<file path="config.mk">
export PLATFORM = sky130hd
export DESIGN_NAME = encoder_speed_pi_regulator
export DESIGN_NICKNAME = d
export VERILOG_FILES = /design/src/rtl/core/espr_pkg.sv /design/src/rtl/core/espr_mul.sv /design/src/rtl/core/encoder_speed_pi_regulator.sv
export SDC_FILE = /design/constraint.sdc
export NUM_CORES = 2
export LEC_CHECK = 0
export ABC_AREA = 1
export BUFFER_PORTS_ARGS = -buffer_cell sky130_fd_sc_hd__buf_2
export CORE_ASPECT_RATIO = 0.5
export CORE_MARGIN = 2
export CORE_UTILIZATION = 50
export DETAILED_ROUTE_END_ITERATION = 8
export PLACE_DENSITY = 0.75
export SYNTH_ARGS = -nofsm -noshare
export SYNTH_HDL_FRONTEND = slang
export SYNTH_HIERARCHICAL = 1
export SYNTH_SLANG_ARGS = --single-unit
</file>
<file path="constraint.sdc">
create_clock -name aclk -period 21 [get_ports aclk]
set_input_delay 1.05 -clock aclk [delete_from_list [all_inputs] [get_ports aclk]]
set_output_delay 1.05 -clock aclk [all_outputs]
set_load 0.01 [all_outputs]
</file>
<file path="src/rtl/core/espr_pkg.sv">
// Shared types, constants and a helper function of the encoder speed PI regulator.
package espr_pkg;

    localparam int unsigned ENC_BITS       = 12;
    localparam int unsigned ENC_COUNTS     = 1 << ENC_BITS;
    localparam int unsigned WRAP_THRESHOLD = 1000;
    localparam int unsigned RPM_PER_HZ     = 60;
    localparam int unsigned Q8_BITS        = 8;
    // Multiplying by 256 and dividing by the count per turn is one right shift.
    localparam int unsigned SPEED_SHIFT    = ENC_BITS - Q8_BITS;
    localparam int unsigned GAIN_SHIFT     = 16;
    localparam int unsigned RATE_BITS      = 17;
    localparam int unsigned RATE_RESET     = 3000;

    localparam int unsigned MUL_IN_BITS    = 33;
    localparam int unsigned MUL_OUT_BITS   = 64;

    typedef enum logic [1:0] {
        CFG_INTEGRAL_GAIN     = 2'd0,
        CFG_PROPORTIONAL_GAIN = 2'd1,
        CFG_SAMPLE_RATE       = 2'd2
    } cfg_idx_t;

    typedef struct packed {
        logic        [ENC_BITS-1:0] encoder_position;
        logic signed [31:0]         speed_setpoint;
    } in_item_t;

    typedef struct packed {
        logic signed [31:0] drive_value;
        logic signed [31:0] measured_speed;
    } out_item_t;

    // Arithmetic right shift that rounds to nearest, ties away from zero.
    // A negative value gets one less bias so that the floor of the shift lands
    // on the away-from-zero neighbor at a tie.
    function automatic logic signed [MUL_OUT_BITS-1:0] round_shr(
        input logic signed [MUL_OUT_BITS-1:0] v,
        input int unsigned                    sh
    );
        logic signed [MUL_OUT_BITS-1:0] bias;
        logic signed [MUL_OUT_BITS-1:0] sum;
        begin
            bias = (MUL_OUT_BITS'(1) << (sh - 1))
                 - {{(MUL_OUT_BITS-1){1'b0}}, v[MUL_OUT_BITS-1]};
            sum  = v + bias;
            return sum >>> sh;
        end
    endfunction

endpackage

</file>
<file path="src/rtl/core/espr_mul.sv">
// Shared signed multiplier with a registered product.
module espr_mul (
    input  logic                                       aclk,
    input  logic                                       en,
    input  logic signed [espr_pkg::MUL_IN_BITS-1:0]    op_a,
    input  logic signed [espr_pkg::MUL_IN_BITS-1:0]    op_b,
    output logic signed [espr_pkg::MUL_OUT_BITS-1:0]   product
);

    logic signed [2*espr_pkg::MUL_IN_BITS-1:0] full;
    logic signed [espr_pkg::MUL_OUT_BITS-1:0]  product_reg;

    assign full    = op_a * op_b;
    assign product = product_reg;

    // Every product the sequencer forms fits in the lower 64 bits.
    always_ff @(posedge aclk) begin
        if (en) begin
            product_reg <= full[espr_pkg::MUL_OUT_BITS-1:0];
        end
    end

endmodule

</file>
<file path="src/rtl/core/encoder_speed_pi_regulator.sv">
// Top level of the encoder speed PI regulator: sequencer, state and handshakes.
//
// One request on the s_ channel carries an absolute encoder position and a
// speed setpoint for one control period. The block differences the position
// against the previous one, unwraps a jump across the turn boundary, scales
// it to rpm in Q.8, and runs a PI law on the speed error. The m_ channel
// returns the saturated drive value and the measured speed.
// A request is taken only while s_ready is high, and s_ready is high only
// while the sequencer is idle, so a new request waits until the last one
// is through. From acceptance to m_valid, every step goes through the single
// shared 33x33 multiplier or one adder, which rounds and saturates in all but
// the error step; one step per cycle unless the drive step waits on the receiver.
// The result sits in an output register, so the next request is accepted
// while it waits; if the receiver still stalls when that next result is
// ready, the sequencer holds until the output register frees.
// The cfg port writes one gain or the sample rate, as cfg_index selects; write
// it only while the block is idle. Reset clears the previous position and
// the integrator, sets both gains to zero and the sample rate to 3000 Hz.
module encoder_speed_pi_regulator (
    input  logic                  aclk,
    input  logic                  aresetn,
    input  logic                  cfg_wr_en,
    input  logic [1:0]            cfg_index,
    input  logic [31:0]           cfg_wdata,
    input  logic                  s_valid,
    output logic                  s_ready,
    input  espr_pkg::in_item_t    s_data,
    output logic                  m_valid,
    input  logic                  m_ready,
    output espr_pkg::out_item_t   m_data
);

    localparam int unsigned DIFF_BITS = espr_pkg::ENC_BITS + 1;
    localparam int unsigned MW        = espr_pkg::MUL_IN_BITS;
    localparam int unsigned PW        = espr_pkg::MUL_OUT_BITS;

    typedef enum logic [3:0] {
        ST_IDLE,
        ST_MUL_RATE,
        ST_MUL_RPM,
        ST_SPEED,
        ST_ERROR,
        ST_MUL_KI,
        ST_MUL_KP,
        ST_INTEG,
        ST_DRIVE
    } state_t;

    state_t                               state_reg, state_next;
    logic signed [31:0]                   ki_reg, ki_next;
    logic signed [31:0]                   kp_reg, kp_next;
    logic [espr_pkg::RATE_BITS-1:0]       rate_reg, rate_next;
    logic [espr_pkg::ENC_BITS-1:0]        prev_pos_reg, prev_pos_next;
    logic signed [47:0]                   integ_reg, integ_next;
    logic signed [DIFF_BITS-1:0]          diff_reg, diff_next;
    logic signed [31:0]                   setpoint_reg, setpoint_next;
    logic signed [31:0]                   speed_reg, speed_next;
    logic signed [32:0]                   err_reg, err_next;
    logic signed [47:0]                   inc_reg, inc_next;
    logic signed [47:0]                   prop_reg, prop_next;
    logic                                 m_valid_reg, m_valid_next;
    espr_pkg::out_item_t                  out_reg, out_next;

    logic                                 mul_en;
    logic signed [MW-1:0]                 mul_a;
    logic signed [MW-1:0]                 mul_b;
    logic signed [PW-1:0]                 product;
    logic signed [PW-1:0]                 rounded;

    logic signed [DIFF_BITS:0]            diff_raw;
    logic signed [DIFF_BITS:0]            diff_unwrapped;
    logic signed [49:0]                   integ_sum;
    logic signed [48:0]                   drive_sum;
    logic                                 in_accept;
    logic                                 out_free;

    espr_mul u_mul (
        .aclk    (aclk),
        .en      (mul_en),
        .op_a    (mul_a),
        .op_b    (mul_b),
        .product (product)
    );

    assign s_ready   = (state_reg == ST_IDLE);
    assign in_accept = s_valid && s_ready;
    assign m_valid   = m_valid_reg;
    assign m_data    = out_reg;
    assign out_free  = !m_valid_reg || m_ready;

    // Position difference with the turn boundary unwrapped.
    always_comb begin
        diff_raw = $signed({2'b00, s_data.encoder_position})
                 - $signed({2'b00, prev_pos_reg});
        if (diff_raw > $signed((DIFF_BITS+1)'(espr_pkg::WRAP_THRESHOLD))) begin
            diff_unwrapped = diff_raw - $signed((DIFF_BITS+1)'(espr_pkg::ENC_COUNTS));
        end else if (diff_raw < -$signed((DIFF_BITS+1)'(espr_pkg::WRAP_THRESHOLD))) begin
            diff_unwrapped = diff_raw + $signed((DIFF_BITS+1)'(espr_pkg::ENC_COUNTS));
        end else begin
            diff_unwrapped = diff_raw;
        end
    end

    // Operand selection for the shared multiplier.
    always_comb begin
        mul_en = 1'b0;
        mul_a  = '0;
        mul_b  = '0;
        case (state_reg)
            ST_MUL_RATE: begin
                mul_en = 1'b1;
                mul_a  = MW'(diff_reg);
                mul_b  = $signed({{(MW-espr_pkg::RATE_BITS){1'b0}}, rate_reg});
            end
            ST_MUL_RPM: begin
                mul_en = 1'b1;
                mul_a  = product[MW-1:0];
                mul_b  = $signed(MW'(espr_pkg::RPM_PER_HZ));
            end
            ST_MUL_KI: begin
                mul_en = 1'b1;
                mul_a  = err_reg;
                mul_b  = MW'(ki_reg);
            end
            ST_MUL_KP: begin
                mul_en = 1'b1;
                mul_a  = err_reg;
                mul_b  = MW'(kp_reg);
            end
            default: begin
                mul_en = 1'b0;
            end
        endcase
    end

    assign rounded   = espr_pkg::round_shr(product,
                           (state_reg == ST_SPEED) ? espr_pkg::SPEED_SHIFT
                                                   : espr_pkg::GAIN_SHIFT);
    assign integ_sum = 50'(integ_reg) + 50'(inc_reg);
    assign drive_sum = 49'(prop_reg) + 49'(integ_reg);

    always_comb begin
        state_next    = state_reg;
        ki_next       = ki_reg;
        kp_next       = kp_reg;
        rate_next     = rate_reg;
        prev_pos_next = prev_pos_reg;
        integ_next    = integ_reg;
        diff_next     = diff_reg;
        setpoint_next = setpoint_reg;
        speed_next    = speed_reg;
        err_next      = err_reg;
        inc_next      = inc_reg;
        prop_next     = prop_reg;
        m_valid_next  = m_valid_reg && !m_ready;
        out_next      = out_reg;

        if (cfg_wr_en) begin
            case (espr_pkg::cfg_idx_t'(cfg_index))
                espr_pkg::CFG_INTEGRAL_GAIN:     ki_next   = $signed(cfg_wdata);
                espr_pkg::CFG_PROPORTIONAL_GAIN: kp_next   = $signed(cfg_wdata);
                espr_pkg::CFG_SAMPLE_RATE:
                    rate_next = cfg_wdata[espr_pkg::RATE_BITS-1:0];
                default: ;
            endcase
        end

        case (state_reg)
            ST_IDLE: begin
                if (in_accept) begin
                    diff_next     = diff_unwrapped[DIFF_BITS-1:0];
                    prev_pos_next = s_data.encoder_position;
                    setpoint_next = s_data.speed_setpoint;
                    state_next    = ST_MUL_RATE;
                end
            end
            ST_MUL_RATE: state_next = ST_MUL_RPM;
            ST_MUL_RPM:  state_next = ST_SPEED;
            ST_SPEED: begin
                if (rounded > 64'sh0000_0000_7FFF_FFFF) begin
                    speed_next = 32'sh7FFF_FFFF;
                end else if (rounded < -64'sh0000_0000_8000_0000) begin
                    speed_next = -32'sh8000_0000;
                end else begin
                    speed_next = rounded[31:0];
                end
                state_next = ST_ERROR;
            end
            ST_ERROR: begin
                err_next   = 33'(setpoint_reg) - 33'(speed_reg);
                state_next = ST_MUL_KI;
            end
            ST_MUL_KI: state_next = ST_MUL_KP;
            ST_MUL_KP: begin
                inc_next   = rounded[47:0];
                state_next = ST_INTEG;
            end
            ST_INTEG: begin
                if (integ_sum > 50'sh0_7FFF_FFFF_FFFF) begin
                    integ_next = 48'sh7FFF_FFFF_FFFF;
                end else if (integ_sum < -50'sh0_8000_0000_0000) begin
                    integ_next = -48'sh8000_0000_0000;
                end else begin
                    integ_next = integ_sum[47:0];
                end
                prop_next  = rounded[47:0];
                state_next = ST_DRIVE;
            end
            ST_DRIVE: begin
                if (out_free) begin
                    if (drive_sum > 49'sh0_0000_7FFF_FFFF) begin
                        out_next.drive_value = 32'sh7FFF_FFFF;
                    end else if (drive_sum < -49'sh0_0000_8000_0000) begin
                        out_next.drive_value = -32'sh8000_0000;
                    end else begin
                        out_next.drive_value = drive_sum[31:0];
                    end
                    out_next.measured_speed = speed_reg;
                    m_valid_next            = 1'b1;
                    state_next              = ST_IDLE;
                end
            end
            default: state_next = ST_IDLE;
        endcase
    end

    always_ff @(posedge aclk) begin
        if (!aresetn) begin
            state_reg    <= ST_IDLE;
            ki_reg       <= '0;
            kp_reg       <= '0;
            rate_reg     <= espr_pkg::RATE_BITS'(espr_pkg::RATE_RESET);
            prev_pos_reg <= '0;
            integ_reg    <= '0;
            m_valid_reg  <= 1'b0;
        end else begin
            state_reg    <= state_next;
            ki_reg       <= ki_next;
            kp_reg       <= kp_next;
            rate_reg     <= rate_next;
            prev_pos_reg <= prev_pos_next;
            integ_reg    <= integ_next;
            m_valid_reg  <= m_valid_next;
        end
    end

    always_ff @(posedge aclk) begin
        diff_reg     <= diff_next;
        setpoint_reg <= setpoint_next;
        speed_reg    <= speed_next;
        err_reg      <= err_next;
        inc_reg      <= inc_next;
        prop_reg     <= prop_next;
        out_reg      <= out_next;
    end

    // The sequencer is busy for the whole computation of an accepted request.
    a_busy_after_accept: assert property (@(posedge aclk) disable iff (!aresetn)
        in_accept |=> !s_ready)
        else $error("request accepted while the previous one is in progress");

    // A new result appears only from the final sequencer step.
    a_result_from_drive: assert property (@(posedge aclk) disable iff (!aresetn)
        $rose(m_valid_reg) |-> $past(state_reg == ST_DRIVE))
        else $error("result raised outside the drive step");

    // A finished result waits while the output register is still occupied.
    a_drive_waits: assert property (@(posedge aclk) disable iff (!aresetn)
        (state_reg == ST_DRIVE && m_valid_reg && !m_ready) |=> state_reg == ST_DRIVE)
        else $error("result overwrote a pending output");

endmodule

</file>
==> metrics <==
initial core utilization=between 50% and 60%; drt first pass iters=6; largest net degree at the start of global routing=between 90 and 100; DRT Wirelength=227000 µm; Critical Path RT=approximately 21 ns; port buffer count=~150; CP Capture Type=register; PwrDens=just over 80 nW/µm²; CTS tree=done; DR WL/cell=slightly below 20 µm; dpl ws=between 10 and 15 ns; hold depth=2; CP max stage delay=between 0.8 and 0.9 ns; vias in the first global route=around 63000; Clock Tree Root=clkbuf_16; routability cong.=1.03; post-CTS setup buffers=0; HPWL Detailed=roughly 180000 µm; worst reg2reg path depth=31; Mapped Area=73600 µm²; min-delay worst type=reg2reg; min Tclk post-route=around 10 ns; Ys Warns=6; DRT antenna net count=0; WHS=about 0.46 ns; endpoints failing setup=0; Peak supply drop=around 75 µV; post-route cell area=a little under 80000 µm²; Post-route DRC=0; vias per inst=between 5 and 6; Seq/Total Area, Yosys=between 15 and 20%; clock latency on the worst-skew pair=0.65 ns; CP max stage cell=fa_1; Clock Sinks=between 400 and 500; Post-CTS Resized=0; placed cell areas=~76000 µm²; Worst Path Max Fanout=33; CP Launch Type=register; CTS max path bufs=3; Mapped Cells=9752; clock skew=0.0553 ns; average size of a mapped cell=between 7 and 8 µm²; final worst slack=about 11 ns; Vias=just over 60000; NumNets Final=between 10000 and 15000; initial antenna violation count=3; Total Power=about 0.0063 W; setup TNS=0 ns; Core Footprint=around 150000 µm²; worst-margin pin slew=1.18 ns; final hold violations=0; RSZ-0062 raised after global routing=false; synthesis-to-layout area growth=5.66%; Die Ht=about 280 µm; Slew Viols, Final=0; Max-Cap Viols=0; Arr. time, crit path=about 11 ns; Static Leakage=43.9 nW; Slew HR=between 20% and 30%; most used cell, CP=fa_1; Die ar.=about 150000 µm²; io pins=149; first-pass GRT wire length=355000 µm; GR Util All Layers=a little under a third; Yosys cell types=just under 60; fraction of layout cells with a size suffix above 1=5.33%; htree depth=2; outcome=finished clean; FMAX=approximately 0.095 GHz; post-route clock period utilization=between 40% and 50%; width of the chip=about 550 µm; First DRT Iteration DRCs=~5700; clock slew at reported path FFs=roughly 0.060 ns; CTS buffer count=50; Overflow after GRT=0; Mapped Nets=between 10000 and 15000; # rows=between 90 and 100; #FFs+latches synth=between 400 and 500; type of the worst setup path=reg2reg; Post-CTS Hold Buffers=0
synthesized netlist by cell type (all sizes together):
master | instances | area share, %
and2 | 7 | 0.063
fa | 1129 | 31
a211oi | 4 | 0.041
a22oi | 5 | 0.051
mux2i | 4 | 0.054
nand2b | 1 | 0.012
o211ai | 32 | 0.33
xor2 | 139 | 1.7
a31o | 1 | 0.012
nand4 | 48 | 0.41
a22o | 15 | 0.18
a21boi | 6 | 0.061
nand3b | 15 | 0.16
and3 | 6 | 0.051
dfxtp | 146 | 4.0
buf | 35 | 0.36
a221oi | 2 | 0.024
nor3 | 44 | 0.36
o2111ai | 2 | 0.024
xnor2 | 50 | 0.59
o21a | 16 | 0.16
ha | 414 | 7.0
o21ai | 326 | 2.2
nand3 | 266 | 2.0
clkbuf | 317 | 1.6
o311ai | 1 | 0.012
nand2 | 2749 | 14
o21bai | 41 | 0.42
o31ai | 3 | 0.031
nor2 | 651 | 3.6
a31oi | 28 | 0.24
a21oi | 378 | 2.6
a21o | 9 | 0.092
o221ai | 1 | 0.012
nor4 | 14 | 0.14
inv | 2498 | 13
clkinv | 4 | 0.020
edfxtp | 334 | 14
or2 | 11 | 0.094
cells in the final DEF (no fill, tap or decap), types with 12 or more instances in the layout:
master     count
nand2_1     2688
inv_1       2481
fa_1        1129
nor2_1       596
ha_1         414
a21oi_1      370
edfxtp_1     334
o21ai_0      302
nand3_1      239
buf_2        147
dfxtp_1      146
xor2_1       139
buf_4         88
nand2_2       60
xnor2_1       50
clkbuf_16     50
nand4_1       48
nor2_2        43
o21bai_1      41
nor3_1        36
o211ai_1      32
a31oi_1       28
nand3_2       26
inv_2         16
o21a_1        16
a22o_1        15
nand3b_1      13
o21ai_1       13
nor2_4        12
nor4_1        12
metal layers:
layer | global-route usage [%] | routed length (µm) | vias to the layer above
met2 | 49.9 | 102000 | 2765
met5 | 0 | 37 | -
li1 | - | - | 28600
met3 | 5.77 | 22500 | 598
met1 | 40.3 | 92300 | 29800
met4 | 12.6 | 10500 | 4
logic make-up after synthesis:
family,after synthesis,share of synthesized area (%)
AOI/OAI and AO/OA,870,6.54
xor gates and xnor gates,189,2.25
adders and majority gates,1543,37.7
buffers and inverters,2854,14.7
DFF,480,17.6
muxes,4,0.0544
and+or+nand+nor,3812,21.1
per-stage QoR:
stage / util [%] / std cells
finish: 53.3 / 11700
global route: 53.3 / 11700
CTS: 53.3 / 11700
detailed placement: 52.1 / 11600
global placement: 52.1 / 11600
floorplan: - / 9752
worst max-delay path: cells and delay by family, from the launching register on:
family / cells / cell delay (ns)
buf+inv: 9 / 2.19
flops: 1 / 0.40
simple gates: 12 / 2.13
compound gates: 1 / 0.29
fa+ha+maj: 9 / 5.19
final timing paths:
path                     start                end  slack (ns)
setup reg to reg  state_reg[0]  u_mul/product[50]       10.51
hold reg to reg    rate_reg[5]        rate_reg[5]        0.46
hold / removal     rate_reg[5]        rate_reg[5]        0.46
setup / recovery  state_reg[0]  u_mul/product[50]       10.51
where the power goes:
part | total (W) | internal, W | switching, W
combinational | 0.00400 | 0.00115 | 0.00285
sequential | 0.00135 | 0.00128 | 0.0000626
clock | 0.000931 | 0.000517 | 0.000414
area by class of cell:
class	instances	area (µm²)
fill	14000	68100
multi-input combinational	6418	49900
sequential	480	13000
inverter	2502	9390
tap	1969	2460
timing repair buffer	235	1400
clock buffer	62	1320
clock inverter	29	379
antenna	1	2.50
Note: power is estimated with default switching activity, not from simulation.
